<file path="src/hdl/fltu_pkg.sv">
// fltu_pkg: shared types and constants for the first-line title extractor.
// Used by fltu_ctrl, fltu_dp and first_line_title_utf8_cap. No dependencies.

package fltu_pkg;

   localparam logic [7:0] BYTE_LF    = 8'h0A;
   localparam logic [7:0] BYTE_TAB   = 8'h09;
   localparam logic [7:0] BYTE_CR    = 8'h0D;
   localparam logic [7:0] BYTE_SPACE = 8'h20;
   localparam logic [9:0] MAX_CHARS_RESET = 10'd64;

   // line phase of the text being read
   typedef enum logic [1:0] {
      PH_SEEK = 2'd0,
      PH_EMIT = 2'd1,
      PH_DONE = 2'd2
   } phase_type;

   // sequencer states
   typedef enum logic [2:0] {
      ST_IDLE,
      ST_FLUSH_RD,
      ST_FLUSH_PUT,
      ST_BYTE,
      ST_TAIL
   } state_type;

   // controller -> datapath
   typedef struct packed {
      logic accept;    // take the input item and update line state
      logic rd;        // read held byte at flush index
      logic put_held;  // offer the read held byte to the cap logic
      logic put_byte;  // offer the item byte to the cap logic
      logic finish;    // emit end marker if pending, clear state on last byte
   } dp_cmd_type;

   // datapath -> controller
   typedef struct packed {
      logic flush_go;    // item needs held whitespace flushed (from input)
      logic byte_go;     // item byte goes to the cap logic (from input)
      logic tail_go;     // end marker or clear needed (from input)
      logic tail_pend;   // registered tail_go of the current item
      logic flush_last;  // flush index is on the last held byte
      logic slot_free;   // output register can take a result this cycle
   } dp_status_type;

endpackage

</file>
<file path="src/hdl/fltu_ctrl.sv">
// fltu_ctrl: sequencer for the title extractor.
// Depends on fltu_pkg; drives fltu_dp through dp_cmd_type.

module fltu_ctrl import fltu_pkg::*; (
   input  logic          clock,
   input  logic          reset,
   input  logic          req_valid,
   output logic          req_stall,
   input  dp_status_type status,
   output dp_cmd_type    cmd
);

   state_type state_ff, state_in;

   always_ff @(posedge clock) begin
      if (reset) begin
         state_ff <= ST_IDLE;
      end else begin
         state_ff <= state_in;
      end
   end

   // next state
   always_comb begin
      state_in = state_ff;
      case (state_ff)
         ST_IDLE: begin
            if (req_valid) begin
               if (status.flush_go)      state_in = ST_FLUSH_RD;
               else if (status.byte_go)  state_in = ST_BYTE;
               else if (status.tail_go)  state_in = ST_TAIL;
            end
         end
         ST_FLUSH_RD: begin
            state_in = ST_FLUSH_PUT;
         end
         ST_FLUSH_PUT: begin
            if (status.slot_free) begin
               state_in = status.flush_last ? ST_BYTE : ST_FLUSH_RD;
            end
         end
         ST_BYTE: begin
            if (status.slot_free) begin
               state_in = status.tail_pend ? ST_TAIL : ST_IDLE;
            end
         end
         ST_TAIL: begin
            if (status.slot_free) state_in = ST_IDLE;
         end
         default: begin
            state_in = ST_IDLE;
         end
      endcase
   end

   // outputs
   always_comb begin
      cmd       = '0;
      req_stall = 1'b1;
      case (state_ff)
         ST_IDLE: begin
            req_stall  = 1'b0;
            cmd.accept = req_valid;
         end
         ST_FLUSH_RD: begin
            cmd.rd = 1'b1;
         end
         ST_FLUSH_PUT: begin
            cmd.put_held = status.slot_free;
         end
         ST_BYTE: begin
            cmd.put_byte = status.slot_free;
         end
         ST_TAIL: begin
            cmd.finish = status.slot_free;
         end
         default: begin
            req_stall = 1'b1;
         end
      endcase
   end

endmodule

</file>
<file path="src/hdl/fltu_dp.sv">
// fltu_dp: datapath of the title extractor: line state, whitespace hold
// memory, UTF-8 character cap and result register. Depends on fltu_pkg.

module fltu_dp import fltu_pkg::*; #(
   parameter int HOLD_DEPTH = 32
) (
   input  logic          clock,
   input  logic          reset,
   input  logic          csr_wr_en,
   input  logic [9:0]    csr_wr_data,
   input  logic [7:0]    req_data_byte,
   input  logic          req_is_last,
   input  dp_cmd_type    cmd,
   output dp_status_type status,
   output logic          rsp_valid,
   input  logic          rsp_stall,
   output logic [7:0]    rsp_title_byte,
   output logic          rsp_has_byte,
   output logic          rsp_title_end
);

   localparam int CW = $clog2(HOLD_DEPTH + 1);
   localparam int AW = (HOLD_DEPTH > 1) ? $clog2(HOLD_DEPTH) : 1;

   // continuation bytes owed after a lead byte
   function automatic logic [1:0] seq_extra(input logic [7:0] b);
      logic [1:0] r;
      r = 2'd0;
      if (b < 8'h80)               r = 2'd0;
      else if (b[7:5] == 3'h6)     r = 2'd1;
      else if (b[7:4] == 4'hE)     r = 2'd2;
      else if (b[7:3] == 5'h1E)    r = 2'd3;
      return r;
   endfunction

   phase_type      phase_ff, phase_in;
   logic           fmt_ff, fmt_in;
   logic [9:0]     char_count_ff, char_count_in;
   logic [1:0]     cont_ff, cont_in;
   logic [CW-1:0]  held_count_ff, held_count_in;
   logic [CW-1:0]  idx_ff, idx_in;
   logic [9:0]     max_chars_ff;
   logic [7:0]     byte_ff;
   logic           last_ff;
   logic           end_pend_ff;
   logic           tail_pend_ff;
   logic [7:0]     rd_data_ff;
   logic [7:0]     hold_mem [HOLD_DEPTH];

   logic           rsp_valid_ff, rsp_valid_in;
   logic [7:0]     rsp_byte_ff;
   logic           rsp_has_ff;
   logic           rsp_end_ff;

   // item evaluation
   logic           is_lf, is_blank, is_trim;
   logic           ev_flush, ev_byte, ev_hold, ev_lf_end, ev_clr_held, ev_end;
   phase_type      ev_phase;
   logic           ev_fmt;

   always_comb begin
      is_lf    = (req_data_byte == BYTE_LF);
      is_blank = (req_data_byte == BYTE_SPACE) || (req_data_byte == BYTE_TAB) ||
                 (req_data_byte == BYTE_CR);
      is_trim  = req_data_byte inside {[BYTE_TAB:BYTE_CR], BYTE_SPACE};
      ev_flush    = 1'b0;
      ev_byte     = 1'b0;
      ev_hold     = 1'b0;
      ev_lf_end   = 1'b0;
      ev_clr_held = 1'b0;
      ev_phase    = phase_ff;
      ev_fmt      = fmt_ff;
      case (phase_ff)
         PH_SEEK: begin
            if (is_lf) begin
               if (fmt_ff) begin
                  ev_lf_end = 1'b1;
                  ev_phase  = PH_DONE;
               end
            end else if (is_blank) begin
               ev_fmt = fmt_ff;
            end else if (is_trim) begin
               ev_fmt = 1'b1;   // VT or FF makes the line content
            end else begin
               ev_phase = PH_EMIT;
               ev_byte  = 1'b1;
            end
         end
         PH_EMIT: begin
            if (is_lf) begin
               ev_lf_end   = 1'b1;
               ev_phase    = PH_DONE;
               ev_clr_held = 1'b1;
            end else if (is_trim) begin
               ev_hold = (held_count_ff < CW'(HOLD_DEPTH));
            end else begin
               ev_flush = (held_count_ff != '0);
               ev_byte  = 1'b1;
            end
         end
         default: begin
            ev_phase = phase_ff;   // title closed: ignore until last byte
         end
      endcase
      ev_end = ev_lf_end ||
               (req_is_last && ((ev_phase == PH_SEEK) || (ev_phase == PH_EMIT)));
   end

   // character cap
   logic [7:0] cap_byte;
   logic       cap_put;
   logic       cap_emit;
   logic [9:0] cap_count;
   logic [1:0] cap_cont;

   always_comb begin
      cap_byte  = cmd.put_held ? rd_data_ff : byte_ff;
      cap_put   = cmd.put_held || cmd.put_byte;
      cap_emit  = 1'b0;
      cap_count = char_count_ff;
      cap_cont  = cont_ff;
      if (cont_ff != 2'd0) begin
         cap_emit = 1'b1;
         cap_cont = cont_ff - 2'd1;
      end else if (char_count_ff < max_chars_ff) begin
         cap_emit  = 1'b1;
         cap_count = char_count_ff + 10'd1;
         cap_cont  = seq_extra(cap_byte);
      end
   end

   logic slot_free;
   logic rsp_load;

   assign slot_free = !rsp_valid_ff || !rsp_stall;
   assign rsp_load  = (cap_put && cap_emit) || (cmd.finish && end_pend_ff);

   // next state of line registers
   always_comb begin
      phase_in      = phase_ff;
      fmt_in        = fmt_ff;
      char_count_in = char_count_ff;
      cont_in       = cont_ff;
      held_count_in = held_count_ff;
      idx_in        = idx_ff;
      if (cmd.accept) begin
         phase_in = ev_phase;
         fmt_in   = ev_fmt;
         if (ev_hold)     held_count_in = held_count_ff + CW'(1);
         if (ev_clr_held) held_count_in = '0;
         idx_in = '0;
      end
      if (cap_put) begin
         char_count_in = cap_count;
         cont_in       = cap_cont;
      end
      if (cmd.put_held) begin
         if (status.flush_last) begin
            idx_in        = '0;
            held_count_in = '0;
         end else begin
            idx_in = idx_ff + CW'(1);
         end
      end
      if (cmd.finish && last_ff) begin
         phase_in      = PH_SEEK;
         fmt_in        = 1'b0;
         char_count_in = '0;
         cont_in       = '0;
         held_count_in = '0;
      end
      rsp_valid_in = rsp_load ? 1'b1 : (rsp_valid_ff && rsp_stall);
   end

   always_ff @(posedge clock) begin
      if (reset) begin
         phase_ff      <= PH_SEEK;
         fmt_ff        <= 1'b0;
         char_count_ff <= '0;
         cont_ff       <= '0;
         held_count_ff <= '0;
         idx_ff        <= '0;
         max_chars_ff  <= MAX_CHARS_RESET;
         rsp_valid_ff  <= 1'b0;
         tail_pend_ff  <= 1'b0;
      end else begin
         phase_ff      <= phase_in;
         fmt_ff        <= fmt_in;
         char_count_ff <= char_count_in;
         cont_ff       <= cont_in;
         held_count_ff <= held_count_in;
         idx_ff        <= idx_in;
         rsp_valid_ff  <= rsp_valid_in;
         if (csr_wr_en)  max_chars_ff <= csr_wr_data;
         if (cmd.accept) tail_pend_ff <= ev_end || req_is_last;
      end
   end

   // item and result payload
   always_ff @(posedge clock) begin
      if (cmd.accept) begin
         byte_ff     <= req_data_byte;
         last_ff     <= req_is_last;
         end_pend_ff <= ev_end;
      end
      if (rsp_load) begin
         rsp_byte_ff <= cmd.finish ? 8'h00 : cap_byte;
         rsp_has_ff  <= !cmd.finish;
         rsp_end_ff  <= cmd.finish;
      end
   end

   // whitespace hold memory
   always_ff @(posedge clock) begin
      if (cmd.accept && ev_hold) hold_mem[held_count_ff[AW-1:0]] <= req_data_byte;
      if (cmd.rd)                rd_data_ff <= hold_mem[idx_ff[AW-1:0]];
   end

   always_comb begin
      status            = '0;
      status.flush_go   = ev_flush;
      status.byte_go    = ev_byte;
      status.tail_go    = ev_end || req_is_last;
      status.tail_pend  = tail_pend_ff;
      status.flush_last = ((idx_ff + CW'(1)) == held_count_ff);
      status.slot_free  = slot_free;
   end

   assign rsp_valid      = rsp_valid_ff;
   assign rsp_title_byte = rsp_byte_ff;
   assign rsp_has_byte   = rsp_has_ff;
   assign rsp_title_end  = rsp_end_ff;

endmodule

</file>
<file path="src/hdl/first_line_title_utf8_cap.sv">
// first_line_title_utf8_cap: top level of the first-line title extractor.
// Depends on fltu_pkg; instantiates fltu_ctrl and fltu_dp.
//
//   channel  dir  handshake         payload
//   req      in   req_valid/stall   req_data_byte[7:0], req_is_last
//   rsp      out  rsp_valid/stall   rsp_title_byte[7:0], rsp_has_byte, rsp_title_end
//   csr      in   csr_wr_en         csr_wr_data[9:0] (max_chars)
//
// An item that neither reaches the cap nor ends a line or text is taken in ST_IDLE
// alone; one that offers its own byte to the cap then passes ST_BYTE, and ending the
// title or the text adds ST_TAIL. Flushing N held whitespace bytes adds one memory
// read (ST_FLUSH_RD) and one cap step (ST_FLUSH_PUT) per held byte from the hold memory.
// A result stall holds the sequencer in its state while the output register is full.
// Reset is synchronous; it clears line state and sets max_chars to 64.

module first_line_title_utf8_cap import fltu_pkg::*; #(
   parameter int HOLD_DEPTH = 32
) (
   input  logic       clock,
   input  logic       reset,
   input  logic       csr_wr_en,
   input  logic [9:0] csr_wr_data,
   input  logic       req_valid,
   output logic       req_stall,
   input  logic [7:0] req_data_byte,
   input  logic       req_is_last,
   output logic       rsp_valid,
   input  logic       rsp_stall,
   output logic [7:0] rsp_title_byte,
   output logic       rsp_has_byte,
   output logic       rsp_title_end
);

   dp_cmd_type    cmd;
   dp_status_type status;

   // sequencer: accept, flush held whitespace, item byte, end marker
   fltu_ctrl u_ctrl (
      .clock     (clock),
      .reset     (reset),
      .req_valid (req_valid),
      .req_stall (req_stall),
      .status    (status),
      .cmd       (cmd)
   );

   // line state, hold memory, character cap and output register
   fltu_dp #(
      .HOLD_DEPTH (HOLD_DEPTH)
   ) u_dp (
      .clock          (clock),
      .reset          (reset),
      .csr_wr_en      (csr_wr_en),
      .csr_wr_data    (csr_wr_data),
      .req_data_byte  (req_data_byte),
      .req_is_last    (req_is_last),
      .cmd            (cmd),
      .status         (status),
      .rsp_valid      (rsp_valid),
      .rsp_stall      (rsp_stall),
      .rsp_title_byte (rsp_title_byte),
      .rsp_has_byte   (rsp_has_byte),
      .rsp_title_end  (rsp_title_end)
   );

endmodule
</file>
<file path="config.mk">
export PLATFORM = sky130hd
export DESIGN_NAME = first_line_title_utf8_cap
export DESIGN_NICKNAME = d
export VERILOG_FILES = /design/src/hdl/fltu_pkg.sv /design/src/hdl/fltu_ctrl.sv /design/src/hdl/fltu_dp.sv /design/src/hdl/first_line_title_utf8_cap.sv
export SDC_FILE = /design/constraint.sdc
export NUM_CORES = 1
export LEC_CHECK = 0
export BUFFER_PORTS_ARGS = -buffer_cell sky130_fd_sc_hd__buf_2
export CAP_MARGIN = 10
export CORE_ASPECT_RATIO = 0.8
export CORE_UTILIZATION = 50
export DETAILED_ROUTE_END_ITERATION = 10
export GPL_TIMING_DRIVEN = 0
export MAX_ROUTING_LAYER = met4
export PLACE_DENSITY = 0.7
export SLEW_MARGIN = 10
export SYNTH_ARGS = -nofsm -noshare
export SYNTH_HDL_FRONTEND = slang
export SYNTH_HIERARCHICAL = 1
export SYNTH_SLANG_ARGS = --single-unit
</file>
<file path="constraint.sdc">
create_clock -name clock -period 4.68 [get_ports clock]
set_input_delay 0.702 -clock clock [delete_from_list [all_inputs] [get_ports clock]]
set_output_delay 0.702 -clock clock [all_outputs]
set_load 0.1 [all_outputs]
</file>
==> metrics.cfg, run 1 <==
[clock_tree]
postCtsHoldBufs = 0
cts_buffers = 34
cts_resized = 0
clk_pin_slew_ns = 0.06
cts-root-buf = clkbuf_16
h-tree-depth = 2
postCtsSetupRepairBufs = 0
clkLatencyLatePin_ns = 0.51
numClockSinks = 326
clk_path_buf_depth = 3
cts_tree = built

[cells_and_area]
layoutNonFillerInstCount = 1238
layout_commonest_cell = edfxtp_1
finalCoreUtilization = 0.575
nNetsFinal = 897
final_cell_mix = edfxtp_1, mux4_2, nor2_1
syn_to_final_growth_pct = 12.5
drive_above_1_share = 0.224
diodes = 0

[route]
via_per_inst = 5.93
wirelength_um = 28800
drt-pass1-iter-count = 5
vias = 7339
drc = 0
antenna_left = 0
met1_length_um = 13100
wl_met3_um = 2700
drtIter0Drc = 723
routed-wl-met2_um = 12500
dr.max_layer_used = met4
routedWlPerCell_um = 23.2

[timing]
tightest_slew_ns = 0.900
clock_skew_ns = 0.0155
relSlewSlack = 0.398
worst_slack_ns = 0.625
fin_crit_sh = 0.866
finalMaxSlewViolations = 0
rsz0062_at_grt = false
setup_viol = 0
final_hold_viol_count = 0
fmax_mhz = 247
timing.setup.tns_ns = 0
min_period_ns = 4.05

[pwr]
power_density_mw_per_mm2 = 428
p_seq_frac = 0.499
combPwrFrac = 0.105
clockPowerShare = 0.396
finalPower_mw = 6.49
p_int_mw = 4.96
p_switching_mw = 1.53
leakagePower_nw = 4.91
ir_worst_vdd_mv = 0.374
netSwitchingFraction = 0.236

[synth]
yosys_warnings = 6
avgSynthCellArea_sq_um = 17.2
ys_seq_elements = 326
yosysSeqAreaShare = 0.694
yosysUniqueCellTypes = 67
synth-async-reset-ratio = 0
netlist_area_sq_mm = 0.0135
syn_nets = 826
synth_edf_count = 284
synth_cells = 787
yosys_most_used_dff = edfxtp_1

[die]
dieHeight_um = 149
fp.coreArea_sq_mm = 0.0264
rows = 53
initial_utilization = 0.511
pin_count = 36
die-area_sq_mm = 0.0277
fp.dieW_um = 186

[min_path]
hp-class = primary input to flop

[grt]
grt_max_degree = 40
antenna_found_initial = 0
grt_pass1_vias = 6996
grt_overflow_total = 0
grt_pass1_wl_um = 43400
grt.total_usage = 0.223

[setup_path]
cp_max_fo = 17
cp-end-kind = flop
cp-start-kind = flop
worstRegToRegCells = 8
worstReg2RegEnd = u_dp/hold_mem[8][0]
crit_path_start = u_ctrl/state_ff[1]
cp_data_required_time_ns = 4.81
r2r_slack_ns = 0.63
cp_data_arrival_time_ns = 4.18
timing.rr.start = u_ctrl/state_ff[1]
worstSetupPathType = flop to flop
crit_end = u_dp/hold_mem[8][0]

[placement]
io_buffers = 35
gp_congestion = 0.897
dp_slack_ns = 0.568
dpl.hpwl_um = 18700
numPlacedInstances = 1179

[job]
drv_cap = 0

[status]
status = complete, no violations

[stage by stage]
step                hold WS [ns]  area, sq um
finish                     0.397        15200
global route               0.385        15200
CTS                        0.382        15200
detailed placement         0.460        14100
global placement           0.454        14100
floorplan                  0.437        13500
[worst min path at each step]
stage / endpoint / slack [ns] / from / depth (start not counted)
floorplan: u_dp/fmt_ff / 0.44 / u_dp/fmt_ff / 2
global placement: u_dp/fmt_ff / 0.45 / u_dp/fmt_ff / 2
detailed placement: u_dp/fmt_ff / 0.46 / u_dp/fmt_ff / 2
CTS: u_dp/last_ff / 0.38 / req_is_last / 1
global route: u_dp/last_ff / 0.38 / req_is_last / 1
finish: u_dp/last_ff / 0.40 / req_is_last / 1
[metal layers]
metal	GRT usage	vias to the layer above
met3	0.0537	40
met4	0.0520	0
met5	-	-
li1	-	3265
met1	0.338	3704
met2	0.304	330
[cell usage after synthesis (3+ instances only)]
cell type,n,area (sq um)
a211oi_1,5,37.5
buf_1,7,26.3
nor2b_1,3,18.8
nand3_1,10,50.1
ha_1,15,188
nand4b_1,3,26.3
a21oi_1,19,95.1
clkbuf_1,16,60.1
xnor2_1,8,70.1
nand4_1,5,31.3
o21ai_0,11,55.1
nor3b_1,3,22.5
mux2_2,8,90.1
o211ai_1,5,37.5
or3_1,7,43.8
mux4_2,80,1800
a31oi_1,11,68.8
edfxtp_1,284,8530
nand2_1,34,128
nor3_1,5,25.0
nor2_1,78,293
buf_4,4,30.0
mux2i_1,18,180
and3_1,8,50.1
buf_6,4,45.0
nand3b_1,5,37.5
dfxtp_1,42,841
inv_1,24,90.1
nand2b_1,7,43.8
xor2_1,5,43.8
buf_2,8,40.0
[state kept, by name (all words and copies together) (netlist names), named ones only]
register and cells:
u_dp/hold_mem 256, u_dp/char_count_ff 10, u_dp/max_chars_ff 10, u_dp/byte_ff 8, u_dp/rd_data_ff 8, u_dp/rsp_title_byte 8
u_dp/held_count_ff 6, u_dp/idx_ff 6, u_ctrl/state_ff 3, u_dp/cont_ff 2, u_dp/end_pend_ff 1, u_dp/fmt_ff 1
u_dp/last_ff 1, u_dp/phase_ff 1, u_dp/rsp_has_byte 1, u_dp/rsp_title_end 1, u_dp/rsp_valid 1, u_dp/tail_pend_ff 1
[critical path, stage by stage (launching register included)]
cell and delay, ns:
dfxtp_1 0.30, buf_6 0.13, or3_4 0.39, nor2_2 0.64
nor2b_1 0.28, nand2_1 0.11, a211oi_2 0.48, nand2_1 0.49
nor2_1 0.84
[power by group through the flow]
stage / logic [mW] / registers, mW / clock network, mW
after global placement: 0.670 / 3.30 / 0
after global routing: 0.724 / 3.24 / 2.72
after detailed placement: 0.678 / 3.30 / 0
after CTS: 0.680 / 3.24 / 2.61
after floorplan: 0.386 / 3.40 / 0
final: 0.681 / 3.24 / 2.57
[cell type report]
class | instances | area (sq um)
Fill cell | 2054 | 11200
Sequential cell | 326 | 9370
Multi-Input combinational cell | 397 | 3820
Clock buffer | 45 | 966
Tap cell | 357 | 447
Buffer | 40 | 216
Timing Repair Buffer | 35 | 175
Clock inverter | 14 | 91.3
Inverter | 24 | 90.1
[kinds of logic (layout without fill, tap and decap cells)]
group,after synthesis,after routing,synth area share
AND/OR/NAND/NOR,185,185,0.0676
multiplexers,106,106,0.154
XOR/XNOR,13,13,0.00844
flip-flops,326,326,0.694
buffers and inverters,64,158,0.0227
adder cells (fa/ha/maj),15,15,0.0139
AO/OA/AOI/OAI,78,78,0.0398
Note: power is estimated with default switching activity, not from simulation.
==> inputs of run 2 (changes only) <==
--- a/config.mk
+++ b/config.mk
@@ -5,6 +5,7 @@
 export SDC_FILE = /design/constraint.sdc
 export NUM_CORES = 1
 export LEC_CHECK = 0
+export ABC_AREA = 1
 export BUFFER_PORTS_ARGS = -buffer_cell sky130_fd_sc_hd__buf_2
 export CAP_MARGIN = 10
 export CORE_ASPECT_RATIO = 0.8
==> metrics.cfg, run 2 <==
[grt]
antenna_found_initial = 0
grt_overflow_total = 0
grt_pass1_wl_um = 53200
grt.total_usage = 0.255
grt_max_degree = 39
grt_pass1_vias = 9338

[timing]
fin_crit_sh = 0.675
finalMaxSlewViolations = 0
fmax_mhz = 316
final_hold_viol_count = 0
rsz0062_at_grt = false
relSlewSlack = 0.291
setup_viol = 0
min_period_ns = 3.16
timing.setup.tns_ns = 0
clock_skew_ns = 0.0138
tightest_slew_ns = 1.06

[cells_and_area]
final_cell_mix = edfxtp_1, nor2_1, nand2_1
fillers = 2330
layout_commonest_cell = edfxtp_1
largest_reg_flops = 256
diodes = 0
nNetsFinal = 1404
layoutNonFillerInstCount = 1753
drive_above_1_share = 0.110
syn_to_final_growth_pct = 11.9

[synth]
synth_top_area_share = 0.613
synth_edf_count = 284
synth_cells = 1297
yosys_warnings = 6
yosysUniqueCellTypes = 33
synth_top_cell_by_area = edfxtp_1
syn_nets = 1336
synth-async-reset-ratio = 0
ys_top_cells_by_count = edfxtp_1, nor2_1, nand2_1, o21ai_0, nand3_1
yosys_most_used_dff = edfxtp_1
synth_most_common_cell = edfxtp_1
avgSynthCellArea_sq_um = 10.7
netlist_area_sq_mm = 0.0139
ys_seq_elements = 326
synthTopCellsByArea = edfxtp_1, dfxtp_1, nor2_1
yosysSeqAreaShare = 0.673

[die]
fp.coreArea_sq_mm = 0.0273
pin_count = 36
rows = 54
initial_utilization = 0.510
die-area_sq_mm = 0.0285
fp.dieW_um = 189
dieHeight_um = 151

[route]
drc = 0
routedWlPerCell_um = 20.3
drtIter0Drc = 1162
via_per_inst = 5.76
vias = 10100
antenna_left = 0
wirelength_um = 35600
drt-pass1-iter-count = 8

[pwr]
ir_worst_vdd_mv = 0.625
leakagePower_nw = 5.71
power_density_mw_per_mm2 = 521

[placement]
dpl.hpwl_um = 23100
gp_congestion = 0.957
io_buffers = 35
numPlacedInstances = 1696

[setup_path]
cp_data_arrival_time_ns = 3.35
worstRegToRegCells = 9
worstReg2RegEnd = u_dp/hold_mem[4][3]
crit_path_start = u_ctrl/state_ff[0]
cp-end-kind = flop
timing.rr.start = u_ctrl/state_ff[0]
r2r_slack_ns = 1.52
worstSetupPathType = flop to flop
cp-start-kind = flop
cp_max_fo = 15
cp_data_required_time_ns = 4.87

[status]
status = complete, no violations

[clock_tree]
clk_path_buf_depth = 3
clkLatencyLatePin_ns = 0.57
cts_resized = 0
postCtsSetupRepairBufs = 0
cts_buffers = 31
postCtsHoldBufs = 0
cts-root-buf = clkbuf_16
h-tree-depth = 1
cts_tree = built
clk_pin_slew_ns = 0.06
numClockSinks = 326

[min_path]
hp-start = req_is_last
min_to = u_dp/last_ff
hp-class = primary input to flop
holdPathStages = 1

[job]
drv_cap = 0

run 2: cell count changes after synthesis, sizes merged, moves of 18 or more:
| cell | change |
|---|---|
| o22ai | +63 |
| a21oi | +19 |
| mux2i | -18 |
| nand3 | +85 |
| o21ai | +140 |
| nand2 | +172 |
| inv | +48 |
| mux4 | -80 |
| nor2 | +142 |
run 2: per-layer routing:
layer / vias up / track usage / part of all wire
li1: 4700 / - / -
met1: 4813 / 0.371 / 0.45
met2: 522 / 0.372 / 0.43
met3: 61 / 0.0459 / 0.099
met4: 0 / 0.0597 / 0.023
met5: - / - / 0
run 2: worst max path at each step:
stage                                 endpoint  cells after the start
after floorplan           u_dp/hold_mem[28][0]                      9
after global placement     u_dp/hold_mem[4][3]                      7
after detailed placement   u_dp/hold_mem[4][3]                      7
after CTS                 u_dp/hold_mem[16][6]                      9
after global routing      u_dp/hold_mem[20][1]                      9
final                      u_dp/hold_mem[4][3]                      9
run 2: cells by family after synthesis:
family | count (synthesis) | share of synthesized area
buffers and inverters | 139 | 0.0422
AOI/OAI and AO/OA | 257 | 0.0985
and+or+nand+nor | 551 | 0.167
adders and majority gates | 15 | 0.0135
xor gates and xnor gates | 9 | 0.00566
DFF | 326 | 0.673
run 2: cell type report:
class	instances	area (sq um)	share of cell area
clock inverters	11	129	0.00828
multi-input cells	832	3960	0.255
clock buffers	46	888	0.0571
well taps	364	455	0.0293
flip-flops and latches	326	9370	0.602
inverters	73	274	0.0176
repair buffers	35	175	0.0113
plain buffers	66	313	0.0201
run 2: where the power goes:
group / leakage, nW / internal, mW / switching (mW)
sequential: 2.90 / 3.33 / 0.0626
combinational: 2.30 / 0.523 / 1.68
clock: 0.504 / 1.47 / 1.04
run 2: critical path, stage by stage, from the launching register on:
cell     delay, ns
dfxtp_1       0.35
inv_2         0.11
nand2_1       0.06
nor2_1        0.14
inv_2         0.06
nor2_2        0.64
nand2_2       0.21
nor2_8        0.23
nand2_2       0.25
nor2_1        0.73
run 2: per-stage QoR:
stage	hold slack (ns)	setup slack, ns	power [mW]	utilization	instance area (sq um)
final	0.337	1.52	8.11	0.570	15600
after global routing	0.326	1.35	8.43	0.570	15600
after CTS	0.319	1.07	8.10	0.570	15600
after detailed placement	0.457	0.936	5.61	0.533	14500
after global placement	0.450	1.05	5.57	0.533	14500
after floorplan	0.432	1.87	4.93	-	13900
